`src/hdl/gftc_pkg.sv`:
```
// ----------------------------------------------------------------------------
// gftc_pkg
// Shared types and constants of the GSM frame time counter.
// ----------------------------------------------------------------------------
package gftc_pkg;

    localparam int FRAME_W = 22;
    localparam int SLOT_W  = 3;
    localparam int STEP_W  = 23;
    localparam int FUNC_W  = 2;
    localparam int ORDER_W = 2;

    // Width of the signed working values of the time update
    localparam int WORK_W  = 26;

    localparam logic [FRAME_W-1:0] HYPER_FRAMES = 22'd2715648;
    localparam logic signed [FRAME_W:0] HALF_HYPER = 23'sd1357824;
    localparam logic signed [FRAME_W:0] HYPER_S    = 23'sd2715648;

    // Whole hyperframe in timeslots
    localparam logic signed [WORK_W-1:0] SLOT_SPAN  = 26'sd21725184;
    localparam logic signed [WORK_W-1:0] HYPER_W    = 26'sd2715648;
    localparam logic signed [WORK_W-1:0] HYPER_W2   = 26'sd5431296;

    // Reciprocals for exact division of a 22-bit frame number
    localparam int PROD_W = 45;
    localparam logic [22:0] RECIP_26   = 23'd5162221;
    localparam int          SHIFT_26   = 27;
    localparam logic [22:0] RECIP_51   = 23'd5263441;
    localparam int          SHIFT_51   = 28;
    localparam logic [22:0] RECIP_1326 = 23'd6478081;
    localparam int          SHIFT_1326 = 33;

    localparam int Q26_W   = 17;
    localparam int Q51_W   = 16;
    localparam int Q1326_W = 11;

    typedef enum logic [FUNC_W-1:0] {
        FUNC_SLOT_STEP  = 2'd0,
        FUNC_FRAME_STEP = 2'd1,
        FUNC_LOAD       = 2'd2
    } t_func;

    typedef enum logic [ORDER_W-1:0] {
        ORDER_EQUAL   = 2'd0,
        ORDER_LESS    = 2'd1,
        ORDER_GREATER = 2'd2
    } t_order;

    // Load enables of the four pipeline register stages
    typedef struct packed {
        logic in_load;
        logic st_load;
        logic q_load;
        logic out_load;
    } t_pipe_en;

endpackage

```
`src/hdl/gftc_update.sv`:
```
// ----------------------------------------------------------------------------
// gftc_update
// Input register and time state: applies slot step, frame step or load.
// ----------------------------------------------------------------------------
module gftc_update (
    input  logic                               i_clk,
    input  gftc_pkg::t_pipe_en                 i_en,
    input  logic [gftc_pkg::FUNC_W-1:0]        i_func,
    input  logic signed [gftc_pkg::STEP_W-1:0] i_step,
    input  logic [gftc_pkg::FRAME_W-1:0]       i_new_frame,
    input  logic [gftc_pkg::SLOT_W-1:0]        i_new_slot,
    input  logic [gftc_pkg::FRAME_W-1:0]       i_compare_frame,
    input  logic [gftc_pkg::SLOT_W-1:0]        i_compare_slot,
    input  logic                               i_rst_n,
    output logic [gftc_pkg::FRAME_W-1:0]       o_frame,
    output logic [gftc_pkg::SLOT_W-1:0]        o_slot,
    output logic [gftc_pkg::FRAME_W-1:0]       o_cmp_frame,
    output logic [gftc_pkg::SLOT_W-1:0]        o_cmp_slot
);
    import gftc_pkg::*;

    logic [FUNC_W-1:0]        r_func;
    logic signed [STEP_W-1:0] r_step;
    logic [FRAME_W-1:0]       r_new_frame;
    logic [SLOT_W-1:0]        r_new_slot;
    logic [FRAME_W-1:0]       r_in_cmp_frame;
    logic [SLOT_W-1:0]        r_in_cmp_slot;

    logic [FRAME_W-1:0]       r_frame;
    logic [SLOT_W-1:0]        r_slot;
    logic [FRAME_W-1:0]       r_cmp_frame;
    logic [SLOT_W-1:0]        r_cmp_slot;

    logic [FRAME_W-1:0]       n_frame;
    logic [SLOT_W-1:0]        n_slot;
    logic [FRAME_W-1:0]       n_cmp_frame;

    logic signed [WORK_W-1:0] slot_sum;
    logic signed [WORK_W-1:0] slot_wrap;
    logic signed [WORK_W-1:0] frame_sum;
    logic signed [WORK_W-1:0] frame_wrap;
    logic signed [WORK_W-1:0] cand_p2;
    logic signed [WORK_W-1:0] cand_p1;
    logic signed [WORK_W-1:0] cand_m1;
    logic signed [WORK_W-1:0] cand_m2;
    logic [FRAME_W-1:0]       load_frame;

    always_ff @(posedge i_clk) begin
        if (i_en.in_load) begin
            r_func         <= i_func;
            r_step         <= i_step;
            r_new_frame    <= i_new_frame;
            r_new_slot     <= i_new_slot;
            r_in_cmp_frame <= i_compare_frame;
            r_in_cmp_slot  <= i_compare_slot;
        end
    end

    // Timeslot step: move the time counted in slots, wrap once either way
    always_comb begin
        slot_sum = signed'({1'b0, r_frame, r_slot}) + WORK_W'(r_step);
        if (slot_sum < 0) begin
            slot_wrap = slot_sum + SLOT_SPAN;
        end else if (slot_sum >= SLOT_SPAN) begin
            slot_wrap = slot_sum - SLOT_SPAN;
        end else begin
            slot_wrap = slot_sum;
        end
    end

    // Frame step: the step can span up to two hyperframes either way
    always_comb begin
        frame_sum = signed'({{(WORK_W-FRAME_W){1'b0}}, r_frame}) + WORK_W'(r_step);
        cand_p2   = frame_sum + HYPER_W2;
        cand_p1   = frame_sum + HYPER_W;
        cand_m1   = frame_sum - HYPER_W;
        cand_m2   = frame_sum - HYPER_W2;
        if (cand_p1 < 0) begin
            frame_wrap = cand_p2;
        end else if (frame_sum < 0) begin
            frame_wrap = cand_p1;
        end else if (cand_m1 < 0) begin
            frame_wrap = frame_sum;
        end else if (cand_m2 < 0) begin
            frame_wrap = cand_m1;
        end else begin
            frame_wrap = cand_m2;
        end
    end

    always_comb begin
        load_frame  = (r_new_frame >= HYPER_FRAMES) ? r_new_frame - HYPER_FRAMES
                                                    : r_new_frame;
        n_cmp_frame = (r_in_cmp_frame >= HYPER_FRAMES) ? r_in_cmp_frame - HYPER_FRAMES
                                                       : r_in_cmp_frame;
    end

    always_comb begin
        n_frame = r_frame;
        n_slot  = r_slot;
        case (r_func)
            FUNC_SLOT_STEP: begin
                n_frame = slot_wrap[FRAME_W+SLOT_W-1:SLOT_W];
                n_slot  = slot_wrap[SLOT_W-1:0];
            end
            FUNC_FRAME_STEP: begin
                n_frame = frame_wrap[FRAME_W-1:0];
            end
            FUNC_LOAD: begin
                n_frame = load_frame;
                n_slot  = r_new_slot;
            end
            default: begin
                n_frame = r_frame;
                n_slot  = r_slot;
            end
        endcase
    end

    always_ff @(posedge i_clk) begin
        if (!i_rst_n) begin
            r_frame <= '0;
            r_slot  <= '0;
        end else if (i_en.st_load) begin
            r_frame <= n_frame;
            r_slot  <= n_slot;
        end
    end

    always_ff @(posedge i_clk) begin
        if (i_en.st_load) begin
            r_cmp_frame <= n_cmp_frame;
            r_cmp_slot  <= r_in_cmp_slot;
        end
    end

    assign o_frame     = r_frame;
    assign o_slot      = r_slot;
    assign o_cmp_frame = r_cmp_frame;
    assign o_cmp_slot  = r_cmp_slot;

endmodule

```
`src/hdl/gftc_derive.sv`:
```
// ----------------------------------------------------------------------------
// gftc_derive
// Derived frame fields, compare delta and ordering, output registers.
// ----------------------------------------------------------------------------
module gftc_derive (
    input  logic                                i_clk,
    input  gftc_pkg::t_pipe_en                  i_en,
    input  logic [gftc_pkg::FRAME_W-1:0]        i_frame,
    input  logic [gftc_pkg::SLOT_W-1:0]         i_slot,
    input  logic [gftc_pkg::FRAME_W-1:0]        i_cmp_frame,
    input  logic [gftc_pkg::SLOT_W-1:0]         i_cmp_slot,
    output logic [gftc_pkg::FRAME_W-1:0]        o_frame_number,
    output logic [gftc_pkg::SLOT_W-1:0]         o_timeslot,
    output logic [10:0]                         o_t1_superframe,
    output logic [4:0]                          o_t2_value,
    output logic [5:0]                          o_t3_value,
    output logic [2:0]                          o_t3_prime,
    output logic [2:0]                          o_tc_value,
    output logic [4:0]                          o_t1_prime,
    output logic [5:0]                          o_t1_reduced,
    output logic signed [gftc_pkg::FRAME_W-1:0] o_frame_delta,
    output logic [gftc_pkg::ORDER_W-1:0]        o_order
);
    import gftc_pkg::*;

    logic [PROD_W-1:0]         prod_26;
    logic [PROD_W-1:0]         prod_51;
    logic [PROD_W-1:0]         prod_1326;
    logic signed [FRAME_W:0]   diff;
    logic signed [FRAME_W:0]   diff_wrap;
    t_order                    n_order;

    logic [FRAME_W-1:0]        r_q_frame;
    logic [SLOT_W-1:0]         r_q_slot;
    logic [Q26_W-1:0]          r_q26;
    logic [Q51_W-1:0]          r_q51;
    logic [Q1326_W-1:0]        r_q1326;
    logic signed [FRAME_W-1:0] r_q_delta;
    t_order                    r_q_order;

    logic [4:0]                n_t2;
    logic [5:0]                n_t3;
    logic [2:0]                n_t3_prime;

    logic [FRAME_W-1:0]        r_frame_number;
    logic [SLOT_W-1:0]         r_timeslot;
    logic [10:0]               r_t1;
    logic [4:0]                r_t2;
    logic [5:0]                r_t3;
    logic [2:0]                r_t3_prime;
    logic [2:0]                r_tc;
    logic [4:0]                r_t1_prime;
    logic [5:0]                r_t1_reduced;
    logic signed [FRAME_W-1:0] r_delta;
    t_order                    r_order;

    // Quotients by reciprocal multiply, exact over the 22-bit frame range
    always_comb begin
        prod_26   = PROD_W'(i_frame) * PROD_W'(RECIP_26);
        prod_51   = PROD_W'(i_frame) * PROD_W'(RECIP_51);
        prod_1326 = PROD_W'(i_frame) * PROD_W'(RECIP_1326);
    end

    // Frame difference wrapped into half a hyperframe
    always_comb begin
        diff = signed'({1'b0, i_frame}) - signed'({1'b0, i_cmp_frame});
        if (diff > HALF_HYPER) begin
            diff_wrap = diff - HYPER_S;
        end else if (diff < -HALF_HYPER) begin
            diff_wrap = diff + HYPER_S;
        end else begin
            diff_wrap = diff;
        end
    end

    always_comb begin
        if (i_frame == i_cmp_frame) begin
            if (i_slot == i_cmp_slot) begin
                n_order = ORDER_EQUAL;
            end else if (i_slot < i_cmp_slot) begin
                n_order = ORDER_LESS;
            end else begin
                n_order = ORDER_GREATER;
            end
        end else if (diff_wrap < 0) begin
            n_order = ORDER_LESS;
        end else begin
            n_order = ORDER_GREATER;
        end
    end

    always_ff @(posedge i_clk) begin
        if (i_en.q_load) begin
            r_q_frame <= i_frame;
            r_q_slot  <= i_slot;
            r_q26     <= Q26_W'(prod_26 >> SHIFT_26);
            r_q51     <= Q51_W'(prod_51 >> SHIFT_51);
            r_q1326   <= Q1326_W'(prod_1326 >> SHIFT_1326);
            r_q_delta <= diff_wrap[FRAME_W-1:0];
            r_q_order <= n_order;
        end
    end

    // Remainders fit their low bits, so subtract in those bits only
    always_comb begin
        n_t2 = r_q_frame[4:0] - 5'(r_q26 * 17'd26);
        n_t3 = r_q_frame[5:0] - 6'(r_q51 * 16'd51);
        if (n_t3 inside {[6'd0:6'd10]}) begin
            n_t3_prime = 3'd0;
        end else if (n_t3 inside {[6'd11:6'd20]}) begin
            n_t3_prime = 3'd1;
        end else if (n_t3 inside {[6'd21:6'd30]}) begin
            n_t3_prime = 3'd2;
        end else if (n_t3 inside {[6'd31:6'd40]}) begin
            n_t3_prime = 3'd3;
        end else begin
            n_t3_prime = 3'd4;
        end
    end

    always_ff @(posedge i_clk) begin
        if (i_en.out_load) begin
            r_frame_number <= r_q_frame;
            r_timeslot     <= r_q_slot;
            r_t1           <= r_q1326;
            r_t2           <= n_t2;
            r_t3           <= n_t3;
            r_t3_prime     <= n_t3_prime;
            r_tc           <= r_q51[2:0];
            r_t1_prime     <= r_q1326[4:0];
            r_t1_reduced   <= r_q1326[5:0];
            r_delta        <= r_q_delta;
            r_order        <= r_q_order;
        end
    end

    assign o_frame_number  = r_frame_number;
    assign o_timeslot      = r_timeslot;
    assign o_t1_superframe = r_t1;
    assign o_t2_value      = r_t2;
    assign o_t3_value      = r_t3;
    assign o_t3_prime      = r_t3_prime;
    assign o_tc_value      = r_tc;
    assign o_t1_prime      = r_t1_prime;
    assign o_t1_reduced    = r_t1_reduced;
    assign o_frame_delta   = r_delta;
    assign o_order         = r_order;

endmodule

```
`src/hdl/gsm_frame_time_counter.sv`:
```
// ----------------------------------------------------------------------------
// gsm_frame_time_counter: GSM TDMA frame number and timeslot counter
// Four register stages (input, time state, quotients, result); one item per
// cycle while the result is taken (i_ready high), else the chain stalls.
// Reset (synchronous, active low) clears the time to frame 0, slot 0.
// ----------------------------------------------------------------------------
//
// Pipeline:
//   stage 1  input register
//   stage 2  time state: slot step, frame step or load; compare time reduced
//   stage 3  reciprocal quotients by 26, 51 and 1326; compare delta and order
//   stage 4  result register: remainders and derived GSM fields
// Each stage loads when it is empty or the stage after it moves, so a full
// result register that is not taken stalls the chain while empty stages
// still fill. The time state is the stage 2 register itself, so each item
// sees the time left by the item before it.
module gsm_frame_time_counter (
    input  logic                                i_clk,
    input  logic                                i_rst_n,
    input  logic                                i_valid,
    output logic                                o_ready,
    input  logic [gftc_pkg::FUNC_W-1:0]         i_func,
    input  logic signed [gftc_pkg::STEP_W-1:0]  i_step,
    input  logic [gftc_pkg::FRAME_W-1:0]        i_new_frame,
    input  logic [gftc_pkg::SLOT_W-1:0]         i_new_slot,
    input  logic [gftc_pkg::FRAME_W-1:0]        i_compare_frame,
    input  logic [gftc_pkg::SLOT_W-1:0]         i_compare_slot,
    output logic                                o_valid,
    input  logic                                i_ready,
    output logic [gftc_pkg::FRAME_W-1:0]        o_frame_number,
    output logic [gftc_pkg::SLOT_W-1:0]         o_timeslot,
    output logic [10:0]                         o_t1_superframe,
    output logic [4:0]                          o_t2_value,
    output logic [5:0]                          o_t3_value,
    output logic [2:0]                          o_t3_prime,
    output logic [2:0]                          o_tc_value,
    output logic [4:0]                          o_t1_prime,
    output logic [5:0]                          o_t1_reduced,
    output logic signed [gftc_pkg::FRAME_W-1:0] o_frame_delta,
    output logic [gftc_pkg::ORDER_W-1:0]        o_order
);
    import gftc_pkg::*;

    // Occupancy of each pipeline stage
    logic     r_v_in;
    logic     r_v_st;
    logic     r_v_q;
    logic     r_v_out;

    // Stage may advance: it is empty or its successor advances
    logic     adv_out;
    logic     adv_q;
    logic     adv_st;
    logic     adv_in;

    t_pipe_en en;

    logic [FRAME_W-1:0] st_frame;
    logic [SLOT_W-1:0]  st_slot;
    logic [FRAME_W-1:0] st_cmp_frame;
    logic [SLOT_W-1:0]  st_cmp_slot;

    always_comb begin
        adv_out = !r_v_out || i_ready;
        adv_q   = !r_v_q   || adv_out;
        adv_st  = !r_v_st  || adv_q;
        adv_in  = !r_v_in  || adv_st;

        // Load payload only where an item actually moves in
        en.in_load  = adv_in  && i_valid;
        en.st_load  = adv_st  && r_v_in;
        en.q_load   = adv_q   && r_v_st;
        en.out_load = adv_out && r_v_q;
    end

    always_ff @(posedge i_clk) begin
        if (!i_rst_n) begin
            r_v_in  <= 1'b0;
            r_v_st  <= 1'b0;
            r_v_q   <= 1'b0;
            r_v_out <= 1'b0;
        end else begin
            if (adv_in) begin
                r_v_in <= i_valid;
            end
            if (adv_st) begin
                r_v_st <= r_v_in;
            end
            if (adv_q) begin
                r_v_q <= r_v_st;
            end
            if (adv_out) begin
                r_v_out <= r_v_q;
            end
        end
    end

    assign o_ready = adv_in;
    assign o_valid = r_v_out;

    // Hold the input item and advance the time state
    gftc_update u_update (
        .i_clk           (i_clk),
        .i_en            (en),
        .i_func          (i_func),
        .i_step          (i_step),
        .i_new_frame     (i_new_frame),
        .i_new_slot      (i_new_slot),
        .i_compare_frame (i_compare_frame),
        .i_compare_slot  (i_compare_slot),
        .i_rst_n         (i_rst_n),
        .o_frame         (st_frame),
        .o_slot          (st_slot),
        .o_cmp_frame     (st_cmp_frame),
        .o_cmp_slot      (st_cmp_slot)
    );

    // Derive the GSM fields and the comparison into the result register
    gftc_derive u_derive (
        .i_clk           (i_clk),
        .i_en            (en),
        .i_frame         (st_frame),
        .i_slot          (st_slot),
        .i_cmp_frame     (st_cmp_frame),
        .i_cmp_slot      (st_cmp_slot),
        .o_frame_number  (o_frame_number),
        .o_timeslot      (o_timeslot),
        .o_t1_superframe (o_t1_superframe),
        .o_t2_value      (o_t2_value),
        .o_t3_value      (o_t3_value),
        .o_t3_prime      (o_t3_prime),
        .o_tc_value      (o_tc_value),
        .o_t1_prime      (o_t1_prime),
        .o_t1_reduced    (o_t1_reduced),
        .o_frame_delta   (o_frame_delta),
        .o_order         (o_order)
    );

endmodule
```
`config.mk`:
```
export PLATFORM = sky130hd
export DESIGN_NAME = gsm_frame_time_counter
export DESIGN_NICKNAME = d
export VERILOG_FILES = /design/src/hdl/gftc_pkg.sv /design/src/hdl/gftc_update.sv /design/src/hdl/gftc_derive.sv /design/src/hdl/gsm_frame_time_counter.sv
export SDC_FILE = /design/constraint.sdc
export NUM_CORES = 2
export LEC_CHECK = 0
export ABC_AREA = 1
export BUFFER_PORTS_ARGS = -buffer_cell sky130_fd_sc_hd__buf_2
export CAP_MARGIN = 20
export CORE_UTILIZATION = 55
export CTS_CLUSTER_DIAMETER = 100
export CTS_CLUSTER_SIZE = 16
export DETAILED_ROUTE_END_ITERATION = 6
export PLACE_DENSITY = 0.73
export SYNTH_ARGS = -nofsm -noshare
export SYNTH_HDL_FRONTEND = slang
export SYNTH_SLANG_ARGS = --single-unit
```
`constraint.sdc`:
```
create_clock -name i_clk -period 12.99 [get_ports i_clk]
set_input_delay 0.6495 -clock i_clk [delete_from_list [all_inputs] [get_ports i_clk]]
set_output_delay 0.6495 -clock i_clk [all_outputs]
set_load 0.1 [all_outputs]
```
==> out/results.ini <==
[run_status]
outcome = finished clean

[logic_synthesis]
synthAdderAreaFrac_pct = 40.71
netlist_area_um2 = 31540
synth.distinct_cells = 69
yosysTopAreaCell = edfxtp_1
async_flop_share_pct = 0
yosysWarningCount = 0
synth_top_family_by_area = adder cells
synth_compound_gate_area_share_pct = 8.312
synth_edf_count = 246
synth_fp_nets = 4311
ys_top_cells_by_area = edfxtp_1 23%, ha_1 20%, fa_1 20%
seq_area_frac_synth_pct = 25.26
synth_top_cell_area_share_pct = 23.42
yosys_most_used_dff = edfxtp_1
synth_seq_cells = 275
synth-xor-area-share_pct = 3.587
syn_inst = 3398
synth-simple-area-share_pct = 12.84
synthMuxAreaShare_pct = 0
syn_area_per_cell_um2 = 9.281

[cts]
holdBufCountCts = 0
htreeDepth = 1
cts_tree = built
numCtsBuffers = 23
clock-sinks = 275
clock_latency_ns = 0.58
clockBufferDepth = 3
cts.clk_slew.worst_paths_ns = 0.09
cts_setup_buffers = 0
post_cts_resized = 0
cts_root_buf = clkbuf_16

[detailed_routing]
m1WireLength_mm = 35.58
top_layer = met4
avgRoutedWirePerCell_um = 19.03
num_vias = 23640
wl_met3_mm = 5.233
wl_met2_mm = 37.75
firstDrtPassIters = 5
drt_wl_total_mm = 82.88
vias_per_cell = 5.428
drc = 0
drt_iter0_drc = 1657
final_antenna_net_count = 0

[global_route]
grt_pass1_vias = 22850
antenna_found_initial = 1
grt_start_max_net_pins = 71
track_usage_pct = 29.16
grt_first_pass_wirelength_mm = 127.5
overflow = 0

[timing]
fin_tns_setup_ns = 0
timing.fmax_ghz = 0.1491
clock_skew_ns = 0.02473
rsz0062_at_grt = no
hold_viol = 0
slew_headroom_pct = 21.35
period_minus_slack_ns = 6.705
maxSlewViolCount = 0
period_share_pct = 51.62
tightest_slew_ns = 1.178
setup_viol = 0

[power]
vdd_ir_drop_max_v = 0.0001118
powerDensity_nw_per_um2 = 132.4
swShare_pct = 46.82
power.internal_mw = 2.398
p_leak_nw = 17.92
clkPwrFrac_pct = 15.0
p_seq_share_pct = 24.3
power.net_switching_mw = 2.112
pwr-share-comb_pct = 60.6

[worst_setup_path]
cp_max_fo = 14
required_ns = 13.29
end_kind = flip-flop
crit_start = u_update.o_frame[5]
cp-start-kind = flip-flop
criticalPathCategory = reg2reg
timing.rr.start = u_update.o_frame[5]
crit_arrival_ns = 7.00

[floorplan]
die_h_um = 241.5
rows = 87
coreArea_um2 = 56500
die_w_um = 241.5
dieArea_um2 = 58300
ios = 169
start_util_pct = 55.82

[layout]
areaGrowthSynthToFinish_pct = 8.010
finalCoreUtilization_pct = 60.29
antenna_cells = 0
post-route-cell-area_um2 = 34060
nNetsFinal = 4499
final_layout_size_suffix_gt1_share_pct = 8.669

[place]
dpl-instance-area_um2 = 33330
portBuffers = 168
hpwl_mm = 69.24
gp_congestion = 1.015

[hold_path]
hold_path.class = in2reg
min_from = i_step[17]

[run]
cap_viol_max_count = 0

[per-stage QoR]
step | hold WS, ns | worst slack [ns] | instances | total power, mW
floorplan | 0.4003 | 7.217 | 3398 | 3.110
global placement | 0.4010 | 6.403 | 4315 | 3.794
detailed placement | 0.4045 | 6.397 | 4315 | 3.813
CTS | 0.2296 | 6.355 | 4353 | 4.525
global route | 0.2297 | 5.929 | 4355 | 4.932
finish | 0.2491 | 6.285 | 4355 | 4.510
[critical path: stages (launching register included)]
cell and delay [ns]:
dfxtp_1 0.94, inv_1 0.28, ha_1 0.40, inv_1 0.08
ha_1 0.42, fa_1 0.52, ha_1 0.30, ha_1 0.28
inv_1 0.06, fa_1 0.51, fa_1 0.51, inv_1 0.04
ha_1 0.30, a21oi_1 0.13, nor2_1 0.05, a211oi_1 0.15
o21ai_0 0.14, a21oi_1 0.15, nor2_1 0.05, a21oi_1 0.24
nand2_1 0.09, a21oi_1 0.23, o21ai_0 0.11, a31oi_1 0.15
o21ai_0 0.11, xor2_1 0.16
[cells by family (layout without fill, tap and decap cells)]
family,count (synthesis),in the layout
xor+xnor,121,121
simple gates,951,951
fa+ha+maj,834,834
flops,275,275
compound gates,456,456
buf+inv,761,962
[final cells by class]
cell class	count	area, um2
clock buffers	32	609.3
clock inverters	6	77.57
fillers	4795	22430
inverters	731	2748
multi-input cells	2362	20650
flip-flops and latches	275	7968
well taps	756	945.9
repair buffers	193	1061
[layout by cell type, fill, tap and decap left out, types with 5 or more instances in the layout]
cell and instances:
o21ai_1 12, clkbuf_16 23, nand3_2 7, nor4_1 8, xor2_2 5, xnor2_1 41
buf_4 23, fa_1 320, o21bai_1 7, nor2_1 148, nand2_1 563, o221ai_1 5
a211oi_1 8, nand3b_1 8, edfxtp_1 246, or2_2 5, nor3_1 23, nand2_2 21
xor2_1 72, o21ai_0 124, o211ai_1 9, o31ai_1 6, nand4_1 22, inv_1 711
o21a_1 8, dfxtp_1 29, ha_1 514, inv_2 16, nand3_1 128, clkbuf_1 9
buf_2 168, a21oi_1 216, o21ai_2 10, a21o_1 11, a31oi_1 12
[power groups by stage]
stage / registers (mW) / logic [mW] / clock network, mW
3_3_place_gp: 1.12 / 2.68 / 0
5_1_grt: 1.10 / 3.11 / 0.722
3_5_place_dp: 1.12 / 2.70 / 0
4_1_cts: 1.10 / 2.73 / 0.694
6_report: 1.10 / 2.73 / 0.678
2_1_floorplan: 1.16 / 1.95 / 0
[per-layer routing]
metal	vias to the layer above	track usage, %
li1	11400	-
met1	11200	39.95
met2	845	46.52
met3	194	3.339
met4	0	13.41
met5	-	0
[final timing paths]
kind | end | cells past startpoint | slack [ns]
setup / recovery | u_derive.r_q26[1] | 25 | 6.28
hold / removal | u_update.r_step[17] | 1 | 0.25
setup reg to reg | u_derive.r_q26[1] | 25 | 6.28
hold reg to reg | u_update.o_cmp_frame[5] | 0 | 0.42
[state kept, by name, summed over array words and instances (netlist names), 11 cells and up]
name and cells:
u_derive.o_frame_delta 22, u_update.o_frame 22, u_update.r_step 23, u_update.r_new_frame 22, u_derive.r_q_delta 22, u_derive.r_q1326 11
u_update.r_in_cmp_frame 22, u_derive.o_frame_number 21, u_update.o_cmp_frame 22, u_derive.r_q_frame 22
[cell usage after synthesis, types with 5 or more instances]
| library cell | number |
|---|---|
| xnor2_1 | 41 |
| inv_2 | 16 |
| nand2_2 | 21 |
| a21o_1 | 11 |
| xor2_1 | 72 |
| edfxtp_1 | 246 |
| clkbuf_1 | 10 |
| nor2_1 | 150 |
| nor4_1 | 8 |
| ha_1 | 514 |
| inv_1 | 712 |
| nand2_1 | 563 |
| nor3_1 | 23 |
| o221ai_1 | 5 |
| buf_2 | 6 |
| xor2_2 | 5 |
| nand3b_1 | 8 |
| o21a_1 | 8 |
| fa_1 | 320 |
| nand3_2 | 7 |
| o211ai_1 | 9 |
| buf_4 | 12 |
| nand4_1 | 22 |
| o21bai_1 | 7 |
| a211oi_1 | 8 |
| a31oi_1 | 12 |
| a21oi_1 | 216 |
| o21ai_0 | 124 |
| or2_2 | 5 |
| o21ai_1 | 12 |
| o21ai_2 | 10 |
| dfxtp_1 | 29 |
| nand3_1 | 128 |
| o31ai_1 | 6 |
No activity file was read; power rests on OpenSTA's default activity.
